## src/design/sound_frame_sequencer_control_assert.svh

```systemverilog
// ------------------------------------------------------------------------
// sound_frame_sequencer_control_assert.svh
// assertion macros shared by the sound controller rtl
// ------------------------------------------------------------------------
`ifndef SOUND_FRAME_SEQUENCER_CONTROL_ASSERT_SVH
`define SOUND_FRAME_SEQUENCER_CONTROL_ASSERT_SVH

// same-cycle implication, checked out of reset
`define SFSC_ASSERT_NOW(label, clk, rstn, ante, cons, msg) \
    label: assert property (@(posedge clk) disable iff (!rstn) (ante) |-> (cons)) \
        else $error(msg);

// next-cycle implication, checked out of reset
`define SFSC_ASSERT_NEXT(label, clk, rstn, ante, cons, msg) \
    label: assert property (@(posedge clk) disable iff (!rstn) (ante) |=> (cons)) \
        else $error(msg);

`endif

```

## src/design/sfsc_pkg.sv

```systemverilog
// ------------------------------------------------------------------------
// sfsc_pkg
// shared types and constants of the sound controller core
// ------------------------------------------------------------------------
package sfsc_pkg;

    // request kinds carried on s_tuser
    typedef enum logic [1:0] {
        CMD_WRITE = 2'd0,
        CMD_READ  = 2'd1,
        CMD_TICK  = 2'd2,
        CMD_LOAD  = 2'd3
    } cmd_t;

    // register offsets
    localparam logic [3:0] REG_VOLUME = 4'd0;
    localparam logic [3:0] REG_PAN    = 4'd1;
    localparam logic [3:0] REG_MASTER = 4'd2;

    // read-back constants
    localparam logic [7:0] STATUS_FILL = 8'h70;
    localparam logic [7:0] UNUSED_READ = 8'hFF;
    localparam int         MASTER_BIT  = 7;
    localparam int         STATUS_CHANNELS = 4;

    // field widths
    localparam int LEN_IN_BITS = 9;
    localparam int S_DATA_BITS = 32;
    localparam int M_DATA_BITS = 32;

    // parameter defaults
    localparam int NUM_CHANNELS_DEF = 4;
    localparam int LENGTH_BITS_DEF  = 9;

endpackage

```

## src/design/sound_frame_sequencer_control.sv

```systemverilog
// ------------------------------------------------------------------------
// sound_frame_sequencer_control
// four-channel sound controller core: master, volume and pan registers,
// status read-back, frame sequencer and per-channel length counters
// ------------------------------------------------------------------------
//  channel  | dir | handshake         | payload
//  s_       | in  | s_tvalid/s_tready | s_tuser command, s_tdata operands
//  m_       | out | m_tvalid/m_tready | m_tdata result (one per request)
//
//  every request updates the state at the accepting edge and its result
//  lands in the output register there
//  a new request is taken each cycle while the output register is empty
//  or being drained, so the rate is one request per clock
//  a stalled m_ side holds the result and pulls s_tready low
//  aresetn (synchronous, active low) clears all state and the output valid
// ------------------------------------------------------------------------
`include "sound_frame_sequencer_control_assert.svh"

module sound_frame_sequencer_control #(
    parameter int NUM_CHANNELS = sfsc_pkg::NUM_CHANNELS_DEF,
    parameter int LENGTH_BITS  = sfsc_pkg::LENGTH_BITS_DEF
) (
    input  logic                            aclk,
    input  logic                            aresetn,
    // request channel
    input  logic                            s_tvalid,
    output logic                            s_tready,
    // [3:0] reg_index, [11:4] write_data, [13:12] channel_select,
    // [22:14] length_value, [23] length_enable_in, [24] channel_on, rest zero
    input  logic [sfsc_pkg::S_DATA_BITS-1:0] s_tdata,
    // [1:0] command
    input  sfsc_pkg::cmd_t                  s_tuser,
    // result channel
    output logic                            m_tvalid,
    input  logic                            m_tready,
    // [7:0] read_data, [10:8] volume_left_out, [13:11] volume_right_out,
    // [21:14] pan_out, [25:22] channel_status, [26] master_on,
    // [27] sweep_pulse, [28] envelope_pulse, [29] clear_channel_regs,
    // rest zero
    output logic [sfsc_pkg::M_DATA_BITS-1:0] m_tdata
);
    import sfsc_pkg::*;

    // wide enough to compare an incoming length against the counter max
    localparam int LW = (LENGTH_BITS > LEN_IN_BITS) ? LENGTH_BITS : LEN_IN_BITS;
    localparam logic [LW-1:0] LEN_MAX_W = LW'((1 << LENGTH_BITS) - 1);

    // unpacked request fields
    logic [3:0]             reg_index;
    logic [7:0]             write_data;
    logic [1:0]             channel_select;
    logic [LEN_IN_BITS-1:0] length_value;
    logic                   length_enable_in;
    logic                   channel_on;

    assign reg_index        = s_tdata[3:0];
    assign write_data       = s_tdata[11:4];
    assign channel_select   = s_tdata[13:12];
    assign length_value     = s_tdata[22:14];
    assign length_enable_in = s_tdata[23];
    assign channel_on       = s_tdata[24];

    // controller state
    logic                   master_reg,  master_next;
    logic [2:0]             vol_left_reg, vol_left_next;
    logic [2:0]             vol_right_reg, vol_right_next;
    logic [7:0]             pan_reg,     pan_next;
    logic [3:0]             chan_status_reg, chan_status_next;
    logic [2:0]             step_reg,    step_next;
    logic [LENGTH_BITS-1:0] len_cnt_reg  [NUM_CHANNELS];
    logic [LENGTH_BITS-1:0] len_cnt_next [NUM_CHANNELS];
    logic [NUM_CHANNELS-1:0] len_en_reg, len_en_next;

    // output register
    logic                   out_valid_reg;
    logic [M_DATA_BITS-1:0] out_data_reg, out_data_next;

    // per-request result flags
    logic [7:0]             rd_data;
    logic                   sweep;
    logic                   envelope;
    logic                   clear_regs;
    logic [LENGTH_BITS-1:0] len_sat;
    logic [LW-1:0]          len_wide;
    logic                   s_fire;

    // output register is free when empty or being drained this cycle
    assign s_tready = !out_valid_reg || m_tready;
    assign s_fire   = s_tvalid && s_tready;
    assign m_tvalid = out_valid_reg;
    assign m_tdata  = out_data_reg;

    // loads above the counter range saturate to all ones
    assign len_wide = LW'(length_value);
    assign len_sat  = (len_wide > LEN_MAX_W) ? '1 : LENGTH_BITS'(len_wide);

    // request decode and state update
    always_comb begin
        master_next      = master_reg;
        vol_left_next    = vol_left_reg;
        vol_right_next   = vol_right_reg;
        pan_next         = pan_reg;
        chan_status_next = chan_status_reg;
        step_next        = step_reg;
        len_cnt_next     = len_cnt_reg;
        len_en_next      = len_en_reg;
        rd_data          = '0;
        sweep            = 1'b0;
        envelope         = 1'b0;
        clear_regs       = 1'b0;

        if (s_fire) begin
            case (s_tuser)
                CMD_WRITE: begin
                    case (reg_index)
                        REG_VOLUME: begin
                            // ignored while master is off
                            if (master_reg) begin
                                vol_left_next  = write_data[6:4];
                                vol_right_next = write_data[2:0];
                                rd_data        = write_data;
                            end
                        end
                        REG_PAN: begin
                            if (master_reg) begin
                                pan_next = write_data;
                                rd_data  = write_data;
                            end
                        end
                        REG_MASTER: begin
                            // master off wipes the mix registers, even if already off
                            if (!write_data[MASTER_BIT]) begin
                                vol_left_next    = '0;
                                vol_right_next   = '0;
                                pan_next         = '0;
                                chan_status_next = '0;
                                clear_regs       = 1'b1;
                            end
                            master_next = write_data[MASTER_BIT];
                        end
                        default: begin
                            rd_data = UNUSED_READ;
                        end
                    endcase
                end
                CMD_READ: begin
                    rd_data = STATUS_FILL | {master_reg, 7'd0} | {4'd0, chan_status_reg};
                end
                CMD_TICK: begin
                    step_next = step_reg + 3'd1;
                    // even steps clock the length counters
                    if (!step_next[0]) begin
                        for (int c = 0; c < NUM_CHANNELS; c++) begin
                            if (len_en_reg[c] && (len_cnt_reg[c] != '0)) begin
                                len_cnt_next[c] = len_cnt_reg[c] - LENGTH_BITS'(1);
                                if ((len_cnt_reg[c] == LENGTH_BITS'(1)) &&
                                    (c < STATUS_CHANNELS)) begin
                                    chan_status_next[2'(c)] = 1'b0;
                                end
                            end
                        end
                    end
                    sweep    = (step_next == 3'd2) || (step_next == 3'd6);
                    envelope = (step_next == 3'd7);
                end
                CMD_LOAD: begin
                    // selects beyond the channel count fall through every compare
                    for (int c = 0; c < NUM_CHANNELS; c++) begin
                        if (int'(channel_select) == c) begin
                            len_cnt_next[c] = len_sat;
                            len_en_next[c]  = length_enable_in;
                            if (channel_on && (c < STATUS_CHANNELS)) begin
                                chan_status_next[2'(c)] = 1'b1;
                            end
                        end
                    end
                end
                default: begin
                    rd_data = '0;
                end
            endcase
        end
    end

    // result word, reporting state after the request
    always_comb begin
        out_data_next = {2'd0, clear_regs, envelope, sweep, master_next,
                         chan_status_next, pan_next, vol_right_next, vol_left_next,
                         rd_data};
    end

    always_ff @(posedge aclk) begin
        if (!aresetn) begin
            master_reg      <= 1'b0;
            vol_left_reg    <= '0;
            vol_right_reg   <= '0;
            pan_reg         <= '0;
            chan_status_reg <= '0;
            step_reg        <= '0;
            len_en_reg      <= '0;
            for (int c = 0; c < NUM_CHANNELS; c++) begin
                len_cnt_reg[c] <= '0;
            end
            out_valid_reg <= 1'b0;
        end else begin
            master_reg      <= master_next;
            vol_left_reg    <= vol_left_next;
            vol_right_reg   <= vol_right_next;
            pan_reg         <= pan_next;
            chan_status_reg <= chan_status_next;
            step_reg        <= step_next;
            len_en_reg      <= len_en_next;
            len_cnt_reg     <= len_cnt_next;
            if (s_fire) begin
                out_valid_reg <= 1'b1;
            end else if (m_tready) begin
                out_valid_reg <= 1'b0;
            end
        end
    end

    // result payload, no reset needed
    always_ff @(posedge aclk) begin
        if (s_fire) begin
            out_data_reg <= out_data_next;
        end
    end

    // sweep on steps 2 and 6, envelope on step 7: never together
    `SFSC_ASSERT_NOW(a_pulse_excl, aclk, aresetn, m_tvalid,
        !(m_tdata[27] && m_tdata[28]), "sweep and envelope pulses in one result")

    // a clear pulse reports master, pan and status all cleared
    `SFSC_ASSERT_NOW(a_clear_state, aclk, aresetn, m_tvalid && m_tdata[29],
        (m_tdata[26] == 1'b0) && (m_tdata[21:14] == 8'd0) && (m_tdata[25:22] == 4'd0),
        "clear pulse with live mix state")

    // each accepted tick moves the sequencer one step
    `SFSC_ASSERT_NEXT(a_step_adv, aclk, aresetn, s_fire && (s_tuser == CMD_TICK),
        step_reg == 3'($past(step_reg) + 3'd1), "sequencer step did not advance")

    // volume writes have no effect while master is off
    `SFSC_ASSERT_NEXT(a_vol_locked, aclk, aresetn,
        s_fire && (s_tuser == CMD_WRITE) && (reg_index == REG_VOLUME) && !master_reg,
        (vol_left_reg == $past(vol_left_reg)) && (vol_right_reg == $past(vol_right_reg)),
        "volume changed with master off")

endmodule

```

## config.mk

```make
export PLATFORM = sky130hd
export DESIGN_NAME = sound_frame_sequencer_control
export DESIGN_NICKNAME = d
export VERILOG_FILES = /design/src/design/sfsc_pkg.sv /design/src/design/sound_frame_sequencer_control.sv
export VERILOG_INCLUDE_DIRS = /design/src /design/src/design
export SDC_FILE = /design/constraint.sdc
export NUM_CORES = 1
export LEC_CHECK = 0
export BUFFER_PORTS_ARGS = -buffer_cell sky130_fd_sc_hd__buf_2
export CAP_MARGIN = 25
export CORE_MARGIN = 3
export CORE_UTILIZATION = 23
export DETAILED_ROUTE_END_ITERATION = 6
export GPL_TIMING_DRIVEN = 0
export PLACE_DENSITY = 0.47
export SYNTH_ARGS = -nofsm -noshare
export SYNTH_HDL_FRONTEND = slang
export SYNTH_SLANG_ARGS = --single-unit
```

## constraint.sdc

```tcl
create_clock -name aclk -period 2.55 [get_ports aclk]
set_input_delay 0.255 -clock aclk [delete_from_list [all_inputs] [get_ports aclk]]
set_output_delay 0.255 -clock aclk [all_outputs]
set_load 0.1 [all_outputs]
```

### Word level (Yosys, flattened, before mapping)

Index checks and enable logic that the tools add are counted.
W data, S select, Z words.

| storage, ports and cells | value |
|---|---|
| register bits | 93 |
| input bits | 38 |
| output and inout bits | 34 |
| word-level logic and storage cells | 124 |

| operators by class | value |
|---|---|
| add/sub/neg operators | 5 |
| magnitude comparators | 1 |
| equality and inequality tests | 22 |
| mux-type cells | 49 |
| bitwise operators | 1 |
| reductions and logical operators | 28 |

Operator list:

| kind | number |
|---|---|
| $mux W9 | 9 |
| $pmux W36 S2 | 1 |
| $pmux W8 S2 | 3 |
| $mux W8 | 5 |
| $mux W36 | 1 |
| $reduce_bool A9 Y1 | 4 |
| $sub A9 B1 Y9 const B | 4 |
| $mux W3 | 8 |
| $reduce_and A5 Y1 | 4 |
| $eq A9 B1 Y1 const B | 2 |
| $ne A2 B2 Y1 const B | 9 |
| $mux W1 | 14 |
| $mux W4 | 3 |
| $pmux W3 S2 | 2 |
| $reduce_and A3 Y1 | 4 |
| $gt A9 B9 Y1 const B | 1 |
| $eq A2 B2 Y1 const B | 4 |
| $or A8 B4 Y8 | 1 |
| $eq A3 B3 Y1 const B | 2 |
| $pmux W2 S3 | 1 |
| $logic_and A1 B1 Y1 | 5 |
| $eq A2 B1 Y1 const B | 2 |
| $eq A4 B1 Y1 const B | 1 |
| $eq A4 B2 Y1 const B | 1 |
| 10 further kinds | 15 |

### Depth between registers and ports, before layout

| depth | value |
|---|---|
| depth in word-level cells | 6 |
| depth in mapped cells | 7 |
| depth with buffers taken out | 6 |

### Worst setup path after synthesis

OpenSTA, ideal clock, no wires.

| timing | value |
|---|---|
| path kind | reg2reg |
| start point | register out_valid_reg (netlist: m_tvalid) |
| end point | register out_data_reg[14] (netlist: m_tdata[14]) (data pin) |
| library setup time | 0.256 ns |
| arrival time | 2.621 ns |
| required time | 2.294 ns |
| setup slack | -0.327 ns |
| stages on the path, launching flop included | 8 |
| buffers on the path | 2 |
| clock period less this slack | 2.877 ns |
| path through | dfxtp_1 > nor2b_1 > buf_6 > inv_1 > nand3_1 > clkbuf_1 > o2bb2ai_1 > a22o_1 |

| between the ends | value |
|---|---|
| cells in the longest elaborated chain, start to end | 4 |

RTL lines:

| what | RTL line | text |
|---|---|---|
| start: declaration | sound_frame_sequencer_control.sv:75 | `logic out_valid_reg;` |
| start signal: assignment | sound_frame_sequencer_control.sv:204 | `out_valid_reg <= 1'b0;` |
| start signal: assignment | sound_frame_sequencer_control.sv:215 | `out_valid_reg <= 1'b1;` |
| start signal: assignment | sound_frame_sequencer_control.sv:217 | `out_valid_reg <= 1'b0;` |
| $logic_not A1 Y1 | sound_frame_sequencer_control.sv:88 | `assign s_tready = !out_valid_reg \|\| m_tready;` |
| $logic_or A1 B1 Y1 | sound_frame_sequencer_control.sv:88 |  |
| via s_tready | sound_frame_sequencer_control.sv:27 | `output logic s_tready,` |
| $logic_and A1 B1 Y1 | sound_frame_sequencer_control.sv:89 | `assign s_fire = s_tvalid && s_tready;` |
| $mux W8 | sound_frame_sequencer_control.sv:112 | `if (s_fire) begin` |
| via pan_next[0] | sound_frame_sequencer_control.sv:67 | `logic [7:0] pan_reg, pan_next;` |
| end signal: assignment | sound_frame_sequencer_control.sv:225 | `out_data_reg <= out_data_next;` |
| end: declaration | sound_frame_sequencer_control.sv:76 | `logic [M_DATA_BITS-1:0] out_data_reg, out_data_next;` |

The timed path passes the listed nets, and every way through them passes these cells.
A chain may end at the register's enable or synchronous reset.

### Worst setup path in the final report

| timing | value |
|---|---|
| start point | register out_valid_reg (netlist: m_tvalid) |
| end point | register out_data_reg[16] (netlist: m_tdata[16]) (data pin) |

| between the ends | value |
|---|---|
| cells in the longest elaborated chain, start to end | 4 |

RTL lines:

| what | RTL line |
|---|---|
| $logic_not A1 Y1 | sound_frame_sequencer_control.sv:88 |
| $logic_or A1 B1 Y1 | sound_frame_sequencer_control.sv:88 |
| $logic_and A1 B1 Y1 | sound_frame_sequencer_control.sv:89 |
| $mux W8 | sound_frame_sequencer_control.sv:112 |
| via pan_next[2] | sound_frame_sequencer_control.sv:67 |

The timed path passes the listed nets, and every way through them passes these cells.

==> qor.txt <==
final hold slack: 0.176 ns
CP max FO: 10
clk sinks: 73
final worst path period share: 0.863
Routed WL per cell: 16.2 um
largest cells by area after synthesis: edfxtp_1, dfxtp_1, a21oi_1, nand2_1, a22o_1
Cells after Synth: 387
Pwr Density: 676 nW/um^2
DRT Pass-1 Iters: 5
layout cells sized above 1: 0.245
maximum vdd drop: 0.286 mV
ANT nets after route: 0
dpl ws: 0.335 ns
Die Ht: 135 um
Crit Path Category: flip-flop to flip-flop
Hold Crit Class: input pin to flip-flop
Port Buffers: 61
Net Sw Frac: 0.278
Starting DRT DRC Count: 187
vias per cell: 4.84
register area share after synthesis: 0.461
cts repair resizes: 0
ys async rst share: 0
minimum clock period: 2.20 ns
max cap viols: 0
Sum Neg Setup Slack: 0 ns
synthesized area: 3820 um^2
Initial Util: 0.238
clock root buffer: clkbuf_16
reg-to-reg startpoint: m_tvalid
worst slew pin tran: 0.836 ns
Multi-input gate area: 1820 um^2
crit-path cells: nor2b_1 -> buf_6 -> clkinvlp_4 -> nand3_1 -> clkbuf_1 -> o2bb2ai_1 -> a22o_1
HPWL Detailed: 8240 um
Commonest cells post-synth: dfxtp_1, nand2_1, a21oi_1
clk_lat worst skew: 0.33 ns
clock share of power: 0.454
crit path launch type: flip-flop
Final Power: 3.22 mW
total grt overflow: 0
Max clock buf depth: 2
area leader, netlist: edfxtp_1
number of cell rows: 46
Crit path buffers/inverters: 3
Yosys reg bits: 73
Clock H-tree levels: 3
HP Start: s_tdata[23]
Reg clk slew, reported paths: 0.06 ns
status: finished, final reports clean
RSZ-0062 raised after global routing: false
P_int: 2.32 mW
Vias: 3293
max_slew headroom: 0.442
Die X: 135 um
post-route clock skew: 0.00620 ns
NumNets Final: 507
DRT Wirelength: 11000 um
final setup vio count: 0
cell family with most CP delay: buffers and inverters
Synth top area share: 0.236
CTS tree: done
Setup WS post-layout: 0.349 ns
leakage power: 1.83 nW
IO Count: 72
die area: 18200 um^2
sw power: 0.896 mW
WP data required: 2.63 ns
sequential power share: 0.393
Highest Clock Rate: 454 MHz
count of pins over their slew limit: 0
most common cell in the synthesized netlist: dfxtp_1
Comb pwr share: 0.153
Post-synth EDFFs: 30
CP max stage delay: 0.44 ns
postcts setup bufs: 0
Layout area overhead: 24.6%
CP endpoint kind: flip-flop
GPL Wtd Cong: 0.793
Final Hold Viols: 0
Primary FF master, synth: dfxtp_1
CTS Buf Count: 9
ANT cells: 0
Worst Path Arrival: 2.28 ns
first-pass GRT wire length: 17600 um
largest net degree at the start of global routing: 31
Yosys warnings: 0
hold buffers post-CTS: 0
drc violations: 0
Setup crit start: m_tvalid
vias in the first global route: 3189
average cell area after synthesis: 9.87 um^2
initial antenna violation count: 0
post-synthesis cell type count: 68
Slowest-stage cell, CP: clkbuf_1
FILL cells: 1713
Largest register FFs: 30
gr usage total: 0.123
Core Region: 16100 um^2
Register Area: 1770 um^2
-- power by group through the flow --
| stage | clock network (mW) | registers, mW | logic, mW |
|---|---|---|---|
| detailed placement | 0 | 1.29 | 0.491 |
| global placement | 0 | 1.29 | 0.490 |
| finish | 1.46 | 1.27 | 0.491 |
| global route | 1.54 | 1.27 | 0.522 |
| floorplan | 0 | 1.48 | 0.178 |
| CTS | 1.50 | 1.27 | 0.492 |
-- stage by stage --
stage               utilization  std cells  cell area (um^2)
floorplan                     -        388              3830
global placement          0.274        665              4410
detailed placement        0.275        665              4410
CTS                       0.296        681              4760
global route              0.296        681              4760
finish                    0.296        681              4760
-- layer usage --
layer	wire (um)	GRT usage	part of all wire	vias to the layer above
li1	-	-	-	1609
met1	5240	0.169	0.48	1582
met2	5200	0.200	0.47	93
met3	477	0.0238	0.043	9
met4	94	0.0311	0.0085	0
met5	0	0	0	-
-- final cells by class --
class | count | share of cell area
clock buffer | 10 | 0.0481
multi-input combinational | 275 | 0.382
timing repair buffer | 61 | 0.0642
clock inverter | 6 | 0.0245
inverter | 12 | 0.0103
tap | 216 | 0.0568
sequential | 73 | 0.371
buffer | 28 | 0.0431
-- logic make-up after synthesis --
| kind of cell | share of synthesized area |
|---|---|
| simple gates | 0.215 |
| compound gates | 0.212 |
| flops | 0.461 |
| buf+inv | 0.0655 |
| fa+ha+maj | 0.0295 |
| xor+xnor | 0.00688 |
| mux | 0.00917 |
| other cells | 0.000982 |
-- path summary, 6_finish.rpt --
kind                                        end  cells after the start  slack (ns)
worst max register to register      m_tdata[16]                      7        0.35
worst min register to register  len_cnt_reg[35]                      2        0.47
worst min-delay path              len_en_reg[1]                      3        0.18
worst max-delay path                m_tdata[16]                      7        0.35
-- cells in the final DEF, fill, tap and decap left out, types with 12 or more instances in the layout --
master	Yosys	routed
a22o_1	15	15
o21ai_0	16	16
o32ai_1	12	12
nand2_1	38	38
nor3_1	21	21
nor2_1	19	18
edfxtp_1	30	30
dfxtp_1	43	42
buf_2	5	66
a21oi_1	32	32
-- worst register-to-register path, stage by stage, from the launching register on --
cell and delay [ns]:
dfxtp_4 0.34, nor2b_1 0.15, buf_6 0.19, clkinvlp_4 0.19
nand3_1 0.30, clkbuf_1 0.44, o2bb2ai_1 0.14, a22o_1 0.20
(Power assumes the default switching activity.)
